`config.mk`:
```
export PLATFORM = sky130hd
export DESIGN_NAME = sca_front
export DESIGN_NICKNAME = d
export VERILOG_FILES = /design/src/sca_pkg.sv /design/src/sca_front.sv
export SDC_FILE = /design/constraint.sdc
export NUM_CORES = 1
export LEC_CHECK = 0
export ABC_AREA = 1
export BUFFER_PORTS_ARGS = -buffer_cell sky130_fd_sc_hd__buf_2
export CORE_UTILIZATION = 39
export DETAILED_ROUTE_END_ITERATION = 10
export PLACE_DENSITY = 0.95
export SYNTH_ARGS = -nofsm -noshare
export SYNTH_HDL_FRONTEND = slang
export SYNTH_SLANG_ARGS = --single-unit
```
`constraint.sdc`:
```
create_clock -name vclk -period 5.23
set_input_delay 1.046 -clock vclk [all_inputs]
set_output_delay 1.046 -clock vclk [all_outputs]
set_load 0.01 [all_outputs]
```
`src/sca_pkg.sv`:
```
// Shared types, constants and helpers for the size-class free-list allocator.
`default_nettype none

package sca_pkg;

    localparam int BLOCKS_PER_CLASS = 32;
    localparam int CLASS_COUNT      = 16;
    localparam int CLASS_STEP_BYTES = 8;

    localparam int TOTAL_BLOCKS = CLASS_COUNT * BLOCKS_PER_CLASS;
    localparam int MAX_BYTES    = CLASS_COUNT * CLASS_STEP_BYTES;

    localparam int HANDLE_W = 9;
    localparam int SIZE_W   = 16;
    localparam int CLASS_W  = 4;
    localparam int BYTES_W  = 8;
    localparam int COUNT_W  = 6;
    localparam int SLOT_W   = (BLOCKS_PER_CLASS > 1) ? $clog2(BLOCKS_PER_CLASS) : 1;
    localparam int ADDR_W   = (TOTAL_BLOCKS > 1) ? $clog2(TOTAL_BLOCKS) : 1;

    localparam int IN_DATA_W  = 32;
    localparam int OUT_DATA_W = 32;

    localparam int QUEUE_DEPTH = 2;
    localparam int QPTR_W      = (QUEUE_DEPTH > 1) ? $clog2(QUEUE_DEPTH) : 1;
    localparam int QCNT_W      = $clog2(QUEUE_DEPTH + 1);

    localparam logic CMD_FREE = 1'b1;

    typedef enum logic [1:0] {
        ST_OK        = 2'd0,
        ST_EMPTY     = 2'd1,
        ST_TOO_LARGE = 2'd2,
        ST_IGNORED   = 2'd3
    } status_t;

    typedef enum logic [1:0] {
        OP_ALLOC  = 2'd0,
        OP_FREE   = 2'd1,
        OP_REJECT = 2'd2
    } op_kind_t;

    // Decoded item passed from the front end to the back end
    typedef struct packed {
        op_kind_t              kind;
        logic [CLASS_W-1:0]    cls;
        logic [BYTES_W-1:0]    bytes;
        logic [HANDLE_W-1:0]   handle;
        status_t               status;
    } op_t;

    // Result word as it leaves the block
    typedef struct packed {
        logic [COUNT_W-1:0]    free_left;
        logic [BYTES_W-1:0]    block_bytes;
        logic [CLASS_W-1:0]    size_class;
        status_t               status;
        logic [HANDLE_W-1:0]   block_handle;
    } result_t;

    // Block size of a class
    function automatic logic [BYTES_W-1:0] class_bytes(input logic [CLASS_W-1:0] c);
        return BYTES_W'((int'(c) + 1) * CLASS_STEP_BYTES);
    endfunction

    // Reset value of a link word: previous slot of the class, slot 0 to itself
    function automatic logic [HANDLE_W-1:0] init_link(input logic [ADDR_W-1:0] idx);
        logic [HANDLE_W-1:0] h;
        h = HANDLE_W'(idx);
        if ((int'(idx) % BLOCKS_PER_CLASS) == 0)
            return h;
        return h - HANDLE_W'(1);
    endfunction

endpackage

`default_nettype wire

```
`src/sca_front.sv`:
```
// Front end: take items from the input stream and decode them into operations.
`default_nettype none

module sca_front (
    input  wire logic                            s_axis_tvalid,
    output logic                                 s_axis_tready,
    input  wire logic [sca_pkg::IN_DATA_W-1:0]   s_axis_tdata,
    input  wire logic                            s_axis_tuser,
    input  wire logic                            init_done,
    input  wire logic                            q_ready,
    output logic                                 q_push,
    output sca_pkg::op_t                         q_data
);

    logic [sca_pkg::SIZE_W-1:0]   size;
    logic [sca_pkg::HANDLE_W-1:0] h;
    logic [sca_pkg::CLASS_W-1:0]  cls;

    assign size = s_axis_tdata[sca_pkg::SIZE_W-1:0];
    assign h    = s_axis_tdata[sca_pkg::SIZE_W +: sca_pkg::HANDLE_W];

    // hold input off until the link memory is initialised
    assign s_axis_tready = q_ready && init_done;
    assign q_push        = s_axis_tvalid && s_axis_tready;

    always_comb
    begin
        cls    = '0;
        q_data = '0;
        if (s_axis_tuser != sca_pkg::CMD_FREE)
        begin
            if ({1'b0, size} > (sca_pkg::SIZE_W+1)'(sca_pkg::MAX_BYTES))
            begin
                q_data.kind   = sca_pkg::OP_REJECT;
                q_data.status = sca_pkg::ST_TOO_LARGE;
            end
            else
            begin
                // round up to the step; size zero maps to the smallest class
                if (size != '0)
                    cls = sca_pkg::CLASS_W'((size - sca_pkg::SIZE_W'(1))
                                            / sca_pkg::CLASS_STEP_BYTES);
                q_data.kind   = sca_pkg::OP_ALLOC;
                q_data.cls    = cls;
                q_data.bytes  = sca_pkg::class_bytes(cls);
                q_data.status = sca_pkg::ST_OK;
            end
        end
        else
        begin
            q_data.handle = h;
            if ({1'b0, h} >= (sca_pkg::HANDLE_W+1)'(sca_pkg::TOTAL_BLOCKS))
            begin
                q_data.kind   = sca_pkg::OP_REJECT;
                q_data.status = sca_pkg::ST_IGNORED;
            end
            else
            begin
                cls           = sca_pkg::CLASS_W'(h / sca_pkg::BLOCKS_PER_CLASS);
                q_data.kind   = sca_pkg::OP_FREE;
                q_data.cls    = cls;
                q_data.bytes  = sca_pkg::class_bytes(cls);
                q_data.status = sca_pkg::ST_OK;
            end
        end
    end

endmodule

`default_nettype wire

```
==> reports/summary.md <==
Power spread over the standard cell area amounts to 69.8 mW/mm^2. After synthesis, the cell types taking the most area are nand2_1 24%, inv_1 16%, nand3_1 9.9%, buf_4 8.1%, nor2_1 7.4%. The cell leakage power is 0.599 nW, and the largest fanout of any net on the critical path is 7. Internal power comes to 23.0 uW.

Gate count of the mapped netlist: 114. Count of maximum capacitance violations: 0. After floorplanning, the core was divided into 13 placement rows.

The total setup buffers inserted after CTS is 0. Sequential share of power: 0%. The run gives 0.795 as the final weighted congestion in routability-driven placement. The share of total power dissipated in combinational logic is 100.0%. In this run the tool buffered the top-level ports with 52 buffer cells. The run finished with clean final reports.

The first detailed-routing pass ran for 4 iterations. After detailed routing, the total wire length is 1530 um. The tools report the final hold violation count as 0. The design has 0 sequential cells.

The run gives 0 um^2 as the area taken by flip-flops and latches. Post-CTS repair changed the size of 0 cells. Each instance of the synthesized netlist takes up on average 4.87 um^2.

Kind of critical path: input port to primary output. The number of filler instances in the final layout came out at 134. For this design the total switching power over the nets is 32.6 uW. The total track usage was 19.4%; the sum of overflow across all layers after global routing was 0. The tools report the die footprint as 0.00158 mm^2. The proportion of total power due to net switching is 58.7%. The antenna diode count was 0; the required time reported for the critical path endpoint was 4180 ps. nand2_1 is the most common cell in the netlist.

The clock network burns 0% of the power. The count of nets left with antenna violations once routing finished came out at 0. Setup repair after global routing left no endpoint under its margin. The count of pins over their slew limit was 0; the layout-stage area growth over the synthesis result was 43.5%. The multi-input combinational cells in the finished layout cover a total of 428 um^2. For this run, the register share of the synthesized area comes to 0%. The HPWL after detailed placement is 1370 um. The placed instances occupy a cell area of 797 um^2.

The run gives 2210 um as the first-pass GRT wire length. The timing-limited maximum frequency came out at 285 MHz. The portion of the clock cycle consumed by the worst path in the final layout is 67.1%. Setup violations remaining at the end of the flow were counted as 0. The worst setup path is captured at a primary output. The commonest cells after synthesis are 36 x nand2_1, 23 x inv_1, 11 x nand3_1, 11 x nor2_1. During synthesis, Yosys emitted a total of 0 warnings. The number of global-route vias before repair came out at 646.

The die is 39.7 um tall. The overall via count from detail_route came out at 843. The tools report the initial standard-cell utilization of the core as 42.2%. The synthesized design devotes to its leading area cell type 24.3% of total area.

The number of clock-tree buffers in the layout was 0; the die outline width was 39.7 um. After synthesis, the netlist uses 18 different library cells. The core utilization of the finished layout was 60.5%. In the final layout, the share of cells above drive strength 1 is 39.5%. Summed over all failing endpoints, the final setup total negative slack is 0 ps. Tracing the worst setup path back leads to its startpoint at s_axis_tdata[3]. For the initial antenna violation count, the log shows 0. The destination of the critical timing path was q_data[16]. The worst-case IR drop observed on VDD is 0.0338 mV. The tools report the pin count of the biggest net entering global routing as 16. The total I/O pin count is 63. The post-detailed-route wirelength per cell was 8.62 um. The detailed router finished its first iteration with 7 violations. The path class of the tightest hold or removal check is input port to primary output. The tools report the kind of start point of the critical path as an input port. The shortest period the worst path allows was 3510 ps. Summed over all instances, the cell type with the most area after synthesis is nand2_1.

Buffers inserted to repair hold after CTS numbered 0. The summed area of non-filler cells in the final layout was 797 um^2. The logs give 2470 ps for the arrival time reported for the critical path endpoint and 202 for the number of nets in the final layout.

For the post-synthesis instance area, the log shows 556 um^2. After detailed routing, the number of vias per cell comes to 4.76. The floorplan step defined a core boundary enclosing 0.00132 mm^2.

Total DRC errors in the routed layout: 0.
## cell type report
type,count,area share [%]
multi-input cells,86,53.7
repair buffers,52,32.7
well taps,15,2.35
inverters,24,11.3
## worst min-delay path by stage
stage / from / depth (start not counted) / endpoint / slack, ps
5_1_grt: s_axis_tdata[19] / 4 / q_data[5] / 2380
3_3_place_gp: s_axis_tdata[18] / 4 / q_data[4] / 2350
2_1_floorplan: s_axis_tuser / 1 / q_data[1] / 2150
3_5_place_dp: s_axis_tdata[18] / 4 / q_data[4] / 2360
6_report: s_axis_tdata[18] / 4 / q_data[4] / 2360
4_1_cts: s_axis_tdata[18] / 4 / q_data[4] / 2360
## power groups by stage
stage	combinational [mW]	clock [mW]	sequential [mW]
2_1_floorplan	0.0328	0	0
3_3_place_gp	0.0533	0	0
3_5_place_dp	0.0554	0	0
4_1_cts	0.0557	0	0
5_1_grt	0.0632	0	0
6_report	0.0556	0	0
## metal layers
metal | share of wire (%) | GRT usage [%] | vias to the layer above
li1 | - | - | 437
met1 | 39 | 19.7 | 358
met2 | 52 | 41.0 | 44
met3 | 6.7 | 0 | 4
met4 | 2.4 | 6.03 | 0
met5 | 0 | 0 | -
## per-stage QoR
stage	total power [mW]	hold WS [ps]	setup slack [ps]	cells
detailed placement	0.0554	2360	1740	177
global route	0.0632	2380	1520	177
CTS	0.0557	2360	1740	177
floorplan	0.0328	2150	2060	117
global placement	0.0533	2350	1780	177
finish	0.0556	2360	1720	177
## cell families after synthesis
logic type | share of synthesized area (%)
buf+inv | 25.0
compound gates | 8.11
fa+ha+maj | 4.50
simple gates | 61.7
other cells | 0.675
## layout by cell type (no fill, tap or decap)
cell type,n
inv_1,23
nand4_2,1
o21ai_1,6
ha_1,2
buf_2,52
conb_1,4
o21ai_0,2
nand2_2,4
nor2_2,3
nor2_8,1
nor2_1,11
nand4_1,2
nor2_4,2
nand3_1,11
a21oi_1,1
nand2_1,36
inv_2,1
## critical path: stages
cell and delay (ps):
buf_2 130, nor2_2 160, nand2_1 100, nor2_1 130, nand2_2 120, nand3_1 120, inv_1 50, ha_1 200
nand3_1 100, nand3_1 80, o21ai_1 90, buf_2 150
Note: power is estimated with default switching activity, not from simulation.
