$ cat src/sca_pkg.sv
// Shared types, constants and helpers for the size-class free-list allocator.
`default_nettype none

package sca_pkg;

    localparam int BLOCKS_PER_CLASS = 32;
    localparam int CLASS_COUNT      = 16;
    localparam int CLASS_STEP_BYTES = 8;

    localparam int TOTAL_BLOCKS = CLASS_COUNT * BLOCKS_PER_CLASS;
    localparam int MAX_BYTES    = CLASS_COUNT * CLASS_STEP_BYTES;

    localparam int HANDLE_W = 9;
    localparam int SIZE_W   = 16;
    localparam int CLASS_W  = 4;
    localparam int BYTES_W  = 8;
    localparam int COUNT_W  = 6;
    localparam int SLOT_W   = (BLOCKS_PER_CLASS > 1) ? $clog2(BLOCKS_PER_CLASS) : 1;
    localparam int ADDR_W   = (TOTAL_BLOCKS > 1) ? $clog2(TOTAL_BLOCKS) : 1;

    localparam int IN_DATA_W  = 32;
    localparam int OUT_DATA_W = 32;

    localparam int QUEUE_DEPTH = 2;
    localparam int QPTR_W      = (QUEUE_DEPTH > 1) ? $clog2(QUEUE_DEPTH) : 1;
    localparam int QCNT_W      = $clog2(QUEUE_DEPTH + 1);

    localparam logic CMD_FREE = 1'b1;

    typedef enum logic [1:0] {
        ST_OK        = 2'd0,
        ST_EMPTY     = 2'd1,
        ST_TOO_LARGE = 2'd2,
        ST_IGNORED   = 2'd3
    } status_t;

    typedef enum logic [1:0] {
        OP_ALLOC  = 2'd0,
        OP_FREE   = 2'd1,
        OP_REJECT = 2'd2
    } op_kind_t;

    // Decoded item passed from the front end to the back end
    typedef struct packed {
        op_kind_t              kind;
        logic [CLASS_W-1:0]    cls;
        logic [BYTES_W-1:0]    bytes;
        logic [HANDLE_W-1:0]   handle;
        status_t               status;
    } op_t;

    // Result word as it leaves the block
    typedef struct packed {
        logic [COUNT_W-1:0]    free_left;
        logic [BYTES_W-1:0]    block_bytes;
        logic [CLASS_W-1:0]    size_class;
        status_t               status;
        logic [HANDLE_W-1:0]   block_handle;
    } result_t;

    // Block size of a class
    function automatic logic [BYTES_W-1:0] class_bytes(input logic [CLASS_W-1:0] c);
        return BYTES_W'((int'(c) + 1) * CLASS_STEP_BYTES);
    endfunction

    // Reset value of a link word: previous slot of the class, slot 0 to itself
    function automatic logic [HANDLE_W-1:0] init_link(input logic [ADDR_W-1:0] idx);
        logic [HANDLE_W-1:0] h;
        h = HANDLE_W'(idx);
        if ((int'(idx) % BLOCKS_PER_CLASS) == 0)
            return h;
        return h - HANDLE_W'(1);
    endfunction

endpackage

`default_nettype wire

$ cat src/sca_queue.sv
// Short queue of decoded operations between front end and back end.
`default_nettype none

module sca_queue (
    input  wire logic         clk,
    input  wire logic         rst_n,
    input  wire logic         push,
    input  wire sca_pkg::op_t push_data,
    output logic              ready,
    output logic              valid,
    output sca_pkg::op_t      data,
    input  wire logic         pop
);

    sca_pkg::op_t                  entry_reg [sca_pkg::QUEUE_DEPTH];
    logic [sca_pkg::QPTR_W-1:0]    wr_ptr_reg, wr_ptr_next;
    logic [sca_pkg::QPTR_W-1:0]    rd_ptr_reg, rd_ptr_next;
    logic [sca_pkg::QCNT_W-1:0]    cnt_reg, cnt_next;

    assign ready = (cnt_reg != sca_pkg::QCNT_W'(sca_pkg::QUEUE_DEPTH));
    assign valid = (cnt_reg != '0);
    assign data  = entry_reg[rd_ptr_reg];

    always_comb
    begin
        wr_ptr_next = wr_ptr_reg;
        rd_ptr_next = rd_ptr_reg;
        cnt_next    = cnt_reg;
        if (push)
            wr_ptr_next = (wr_ptr_reg == sca_pkg::QPTR_W'(sca_pkg::QUEUE_DEPTH - 1))
                          ? '0 : wr_ptr_reg + sca_pkg::QPTR_W'(1);
        if (pop)
            rd_ptr_next = (rd_ptr_reg == sca_pkg::QPTR_W'(sca_pkg::QUEUE_DEPTH - 1))
                          ? '0 : rd_ptr_reg + sca_pkg::QPTR_W'(1);
        if (push && !pop)
            cnt_next = cnt_reg + sca_pkg::QCNT_W'(1);
        else if (pop && !push)
            cnt_next = cnt_reg - sca_pkg::QCNT_W'(1);
    end

    always_ff @(posedge clk or negedge rst_n)
    begin
        if (!rst_n)
        begin
            wr_ptr_reg <= '0;
            rd_ptr_reg <= '0;
            cnt_reg    <= '0;
        end
        else
        begin
            wr_ptr_reg <= wr_ptr_next;
            rd_ptr_reg <= rd_ptr_next;
            cnt_reg    <= cnt_next;
        end
    end

    always_ff @(posedge clk)
    begin
        if (push)
            entry_reg[wr_ptr_reg] <= push_data;
    end

endmodule

`default_nettype wire

$ cat config.mk
export PLATFORM = sky130hd
export DESIGN_NAME = sca_queue
export DESIGN_NICKNAME = d
export VERILOG_FILES = /design/src/sca_pkg.sv /design/src/sca_queue.sv
export SDC_FILE = /design/constraint.sdc
export NUM_CORES = 1
export LEC_CHECK = 0
export ABC_AREA = 1
export BUFFER_PORTS_ARGS = -buffer_cell sky130_fd_sc_hd__buf_2
export CORE_MARGIN = 5
export CORE_UTILIZATION = 50
export CTS_CLUSTER_SIZE = 14
export DETAILED_ROUTE_END_ITERATION = 12
export GPL_TIMING_DRIVEN = 0
export PLACE_DENSITY = 0.87
export SLEW_MARGIN = 10
export SYNTH_ARGS = -nofsm -noshare
export SYNTH_HDL_FRONTEND = slang
export SYNTH_SLANG_ARGS = --single-unit
$ cat constraint.sdc
create_clock -name clk -period 2.85 [get_ports clk]
set_clock_uncertainty 0.2 [all_clocks]
set_input_delay 0.4275 -clock clk [delete_from_list [all_inputs] [get_ports clk]]
set_output_delay 0.4275 -clock clk [all_outputs]
set_load 0.05 [all_outputs]
==> results of run 1 <==
area by class of cell:
cell class | instances | area [sq um]
Buffer | 3 | 51.3
Clock buffer | 7 | 76.3
Tap cell | 50 | 62.6
Inverter | 7 | 26.3
Timing Repair Buffer | 57 | 300
Clock inverter | 1 | 30.0
Sequential cell | 54 | 1600
Fill cell | 302 | 1470
Multi-Input combinational cell | 39 | 435
power by group through the flow:
stage	registers, mW	logic (mW)	clock network (mW)
2_1_floorplan	1.12	1.13	0
3_3_place_gp	1.12	1.34	0
3_5_place_dp	1.13	1.38	0
4_1_cts	1.11	1.38	0.490
5_1_grt	1.13	1.42	0.528
6_report	1.11	1.36	0.481
per-stage QoR:
stage / worst slack [ns] / hold WS (ns)
after global placement: 0.121 / 0.0317
after global routing: 0.711 / 0.0949
final: 0.754 / 0.117
after detailed placement: 0.900 / 0.0353
after floorplan: 0.718 / -0.0681
after CTS: 0.742 / 0.111
cells in the final DEF (no fill, tap or decap):
master / n
dlygate4sd3_1: 1
buf_12: 2
mux2_2: 6
xor2_1: 2
nand3_1: 1
xnor2_1: 1
dfrtp_1: 4
buf_6: 1
buf_2: 55
nor2_2: 1
clkbuf_8: 5
edfxtp_1: 50
clkbuf_1: 2
nand4_1: 1
buf_8: 1
mux2_4: 19
inv_1: 7
nand2_1: 7
ha_1: 1
bufinv_16: 1
routing by layer:
layer,global-route usage,wire length (um),up-vias
li1,-,-,511
met1,0.128,1260,497
met2,0.219,1670,50
met3,0.0574,359,4
met4,0.0316,27,0
met5,0,0,-
how the worst min path moves through the flow:
stage	end	cells after the start	slack, ns
2_1_floorplan	cnt_reg[0]	0	-0.07
3_3_place_gp	cnt_reg[1]	1	0.03
3_5_place_dp	wr_ptr_reg	1	0.04
4_1_cts	entry_reg[0][0]	1	0.11
5_1_grt	entry_reg[0][8]	1	0.09
6_report	entry_reg[0][0]	1	0.12
synthesized netlist by cell type:
master,count
buf_6,1
xnor2_1,1
nor2_1,1
mux2_2,6
ha_1,1
dfrtp_1,4
inv_1,7
nand4_1,1
nand3_1,1
buf_12,2
xor2_1,2
mux2_4,19
edfxtp_1,50
nand2_1,7
kinds of logic after synthesis:
kind of cell | Yosys count | share of synthesized area
buffers and inverters | 10 | 0.0367
AND/OR/NAND/NOR | 10 | 0.0195
flip-flops | 54 | 0.758
XOR/XNOR | 3 | 0.0124
adder cells (fa/ha/maj) | 1 | 0.00592
multiplexers | 25 | 0.167
==> run_results.csv, run 1 <==
group,metric,value,unit
drt,drtAntennaViolNets,0,
place,place_congestion,0.687,
setup_path,endpoint_kind,"output port",
yosys,syn_area,2110,sq um
timing,fin_crit_sh,0.735,
layout,nNetsFinal,197,
power,p_leak,1.08,nW
clocking,htreeDepth,2,
grt,antenna_found_initial,0,
clocking,cts_hold_buf,1,
timing,hold_violations,0,
power,switching_share,0.398,
setup_path,critPathMaxFanout,10,
place,placedCellCount,209,
setup_path,worst-path-stages,4,
clocking,clk_pin_slew,0.09,ns
place,io_buffer_count,55,
clocking,numCtsBuffers,5,
yosys,synth_area_leaders,"edfxtp_1 (71%), mux2_4 (14%), dfrtp_1 (4.7%)",
power,p_total,2.95,mW
timing,setup_violations,0,
timing,max_freq,477,MHz
yosys,avgSynthCellArea,20.5,sq um
yosys,synth-seq-cells,54,
yosys,synth_seq_area_share,0.758,
drt,vias_per_cell,4.87,
power,peakVddDrop,0.000809,V
drt,drc,0,
setup_path,rr_endpoint,"entry_reg[1][15]",
clocking,post_cts_buffers,0,
timing,worstMarginPinSlew,0.970,ns
yosys,synthCells,103,
floorplan,die_h,75.0,um
place,placed_cell_area,2470,sq um
setup_path,r2r_setup_slack,1.09,ns
setup_path,critPathMaxStageDelay,0.38,ns
floorplan,die-width,75.0,um
drt,dr.pass1.iters,4,
setup_path,crit_path_end,"data[20]",
setup_path,arrival,1.47,ns
clocking,ctsResizeCount,0,
setup_path,reg2reg_depth,2,
timing,tns,0,ns
layout,area_growth,22.3,%
power,power.combinational.fraction,0.461,
yosys,synth_cell_type_count,14,
flow_run,maxCapViolCount,0,
drt,wl_per_cell,15.2,um
timing,relSlewSlack,0.353,
clocking,cts-root-buf,"clkbuf_8",
run_status,status,"finished clean",
drt,wirelength,3310,um
timing,post-route-min-period,2.10,ns
min_path,worstHoldStart,"push_data[0]",
grt,grt_pass1_wl,5000,um
layout,final_util,0.637,
setup_path,r2r_start,"wr_ptr_reg",
clocking,cts_tree,"yes",
setup_path,crit_start,"rd_ptr_reg",
floorplan,dieArea,5620,sq um
yosys,yosysTopAreaCell,"edfxtp_1",
place,hpwlAfterDp,2510,um
setup_path,path_buf_inv,3,
clocking,clk_latency,0.29,ns
layout,final_area,2580,sq um
grt,grt_max_degree,26,
layout,largest_register_ffs,50,
setup_path,critPathTopFamily,"buffers and inverters",
layout,layout.cells.non_filler,218,
grt,grt.overflow.total,0,
yosys,netlist.area_leader.share,0.711,
min_path,hp-class,"in2reg",
floorplan,design.core.area,4060,sq um
floorplan,io_pins,56,
setup_path,crit_type,"reg2out",
timing,rsz0062_at_grt,"false",
setup_path,cp_slowest_cell,"dfrtp_1",
floorplan,num_rows,23,
power,power.share.sequential,0.377,
yosys,yosys_warnings,0,
setup_path,worst_setup_path_start_kind,"flip-flop",
power,intPower,1.78,mW
setup_path,worstPathCellList,"buf_6, buf_12, mux2_4, buf_2",
drt,num_vias,1062,
timing,report.final.slew_viol_count,0,
setup_path,worstPathRequired,2.22,ns
yosys,syn-num-nets,133,
layout,diodes,0,
clocking,cts_sinks,54,
power,pwr-share-clk,0.163,
floorplan,start_util,0.521,
power,p_sw,1.18,mW
drt,drt_iter0_markers,51,
layout,drive_gt1_frac,0.542,
grt,grt_pass1_vias,1107,
power,p_per_area,1140,nW/um^2
clocking,cts_buffer_depth,2,
grt,grt_util_all_layers,0.122,
Note: power is estimated with default switching activity, not from simulation.
==> inputs of run 2 (changes only) <==
clock period = 1.94 ns   (was 2.85 ns; I/O delays follow)
==> run 2 against run 1 <==
  * Register-to-register slack lost 0.94 ns
  * Clock-buffer cell count shrank 2
  * Combinational power grew 68%
  * Worst hold slack lost 0.089 ns
  * Routed wire length grew 17%
  * Via count grew 9.5%
  * Non-clock buffer count grew 25
  * Total power grew 53%
  * Flip-flop and latch count is the same
  * Largest cell class unchanged
==> run_results.csv, run 2 (same netlist as run 1, synthesis figures left out) <==
group,metric,value,unit
drt,dr.pass1.iters,4,
place,placedCellCount,208,
clocking,cts-root-buf,"clkbuf_8",
timing,post-route-min-period,1.92,ns
setup_path,endpoint_kind,"output port",
grt,antenna_found_initial,0,
clocking,htreeDepth,2,
drt,num_vias,1163,
grt,grt.overflow.total,0,
clocking,cts_sinks,54,
timing,max_freq,521,MHz
timing,relSlewSlack,0.346,
drt,wl_per_cell,15.9,um
timing,layout_setup_ws,0.0190,ns
drt,wirelength,3860,um
drt,drc,0,
floorplan,io_pins,56,
grt,grt_util_all_layers,0.146,
timing,setup_violations,0,
floorplan,num_rows,23,
setup_path,reg2reg_depth,2,
min_path,whs_path_depth,2,
power,peakVddDrop,0.000855,V
timing,holdWs,0.0274,ns
floorplan,start_util,0.521,
floorplan,dieArea,5620,sq um
clocking,clk_pin_slew,0.09,ns
timing,worstMarginPinSlew,0.980,ns
power,p_leak,1.21,nW
setup_path,worst_setup_path_start_kind,"flip-flop",
drt,routed-wl-met3,230,um
timing,rsz0062_at_grt,"true",
floorplan,die_h,75.0,um
drt,wl_met2,2180,um
layout,diodes,0,
setup_path,critPathMaxFanout,10,
place,hpwlAfterDp,2510,um
floorplan,design.core.area,4060,sq um
power,p_per_area,1540,nW/um^2
timing,hold_violations,0,
setup_path,arrival,1.43,ns
place,placed_cell_area,2450,sq um
flow_run,maxCapViolCount,0,
timing,report.final.slew_viol_count,0,
drt,highest-signal-layer,"met4",
place,place_congestion,0.684,
drt,drt_iter0_markers,47,
min_path,hp-class,"in2reg",
min_path,worstHoldStart,"push",
min_path,hold_path_end,"wr_ptr_reg",
place,io_buffer_count,55,
layout,area_growth,39.0,%
setup_path,r2r_start,"wr_ptr_reg",
clocking,post_cts_buffers,0,
layout,nNetsFinal,222,
setup_path,r2r_setup_slack,0.15,ns
floorplan,die-width,75.0,um
grt,grt_pass1_vias,1284,
clocking,cts_buffer_depth,2,
layout,layout.cells.non_filler,243,
clocking,clk_latency,0.30,ns
run_status,status,"finished clean",
timing,fin_crit_sh,0.990,
drt,drtAntennaViolNets,0,
drt,wl_met1,1390,um
setup_path,worstPathRequired,1.45,ns
layout,final_area,2940,sq um
layout,drive_gt1_frac,0.477,
grt,grt_max_degree,26,
setup_path,crit_type,"reg2out",
layout,largest_register_ffs,50,
place,pre_cts_slack,-0.145,ns
layout,final_cell_mix,"edfxtp_1 (50), buf_2 (36), dlygate4sd3_1 (27), buf_6 (20), mux2_4 (19)",
setup_path,rr_endpoint,"entry_reg[1][15]",
clocking,numCtsBuffers,5,
layout,final_util,0.724,
clocking,cts_tree,"yes",
layout,final_common_cell,"edfxtp_1",
layout,fillers,253,
drt,vias_per_cell,4.79,
grt,grt_pass1_wl,5900,um
[run 2: layer usage]
layer / vias up / global-route usage
met5: - / 0
met2: 44 / 0.278
met4: 0 / 0.0534
li1: 557 / -
met1: 555 / 0.154
met3: 7 / 0.0360
[run 2: worst max-delay path, stage by stage, from the launching register on]
cell and delay, ns:
dfrtp_1 0.38, buf_6 0.14, buf_12 0.15, mux2_4 0.30, buf_6 0.15
[run 2: layout make-up]
| cell class | count | area, sq um | area share |
|---|---|---|---|
| buffer | 3 | 51.3 | 0.0175 |
| clock buffer | 5 | 68.8 | 0.0234 |
| clock inverter | 3 | 21.3 | 0.00724 |
| inverter | 7 | 26.3 | 0.00895 |
| multi-input combinational | 39 | 440 | 0.150 |
| sequential | 54 | 1600 | 0.545 |
| tap | 50 | 62.6 | 0.0213 |
| timing repair buffer | 82 | 664 | 0.226 |
[run 2: power by group]
| group | switching (mW) | total (mW) | internal (mW) |
|---|---|---|---|
| registers | 0.0867 | 1.64 | 1.56 |
| logic | 1.38 | 2.28 | 0.896 |
| clock network | 0.343 | 0.597 | 0.254 |
[run 2: worst max path at each step]
stage / from / cells after the start / slack (ns) / to
6_report: rd_ptr_reg / 4 / 0.02 / data[3]
5_1_grt: rd_ptr_reg / 4 / -0.03 / data[20]
4_1_cts: rd_ptr_reg / 4 / 0.004 / data[3]
3_5_place_dp: push / 3 / -0.15 / entry_reg[0][23]
3_3_place_gp: push / 3 / -0.09 / entry_reg[0][15]
2_1_floorplan: wr_ptr_reg / 1 / 0.26 / entry_reg[0][0]
[run 2: repair_timing]
action,CTS,global route
resized for setup,39,0
hold endpoints to repair,55,0
endpoints found under the setup margin,44,19
hold buffers,27,0
[run 2: per-stage QoR]
stage	TNS [ns]	total power [mW]
after global routing	-0.482	4.71
after floorplan	0	3.30
final	0	4.52
after global placement	-2.12	3.63
after detailed placement	-3.59	3.68
after CTS	0	4.55
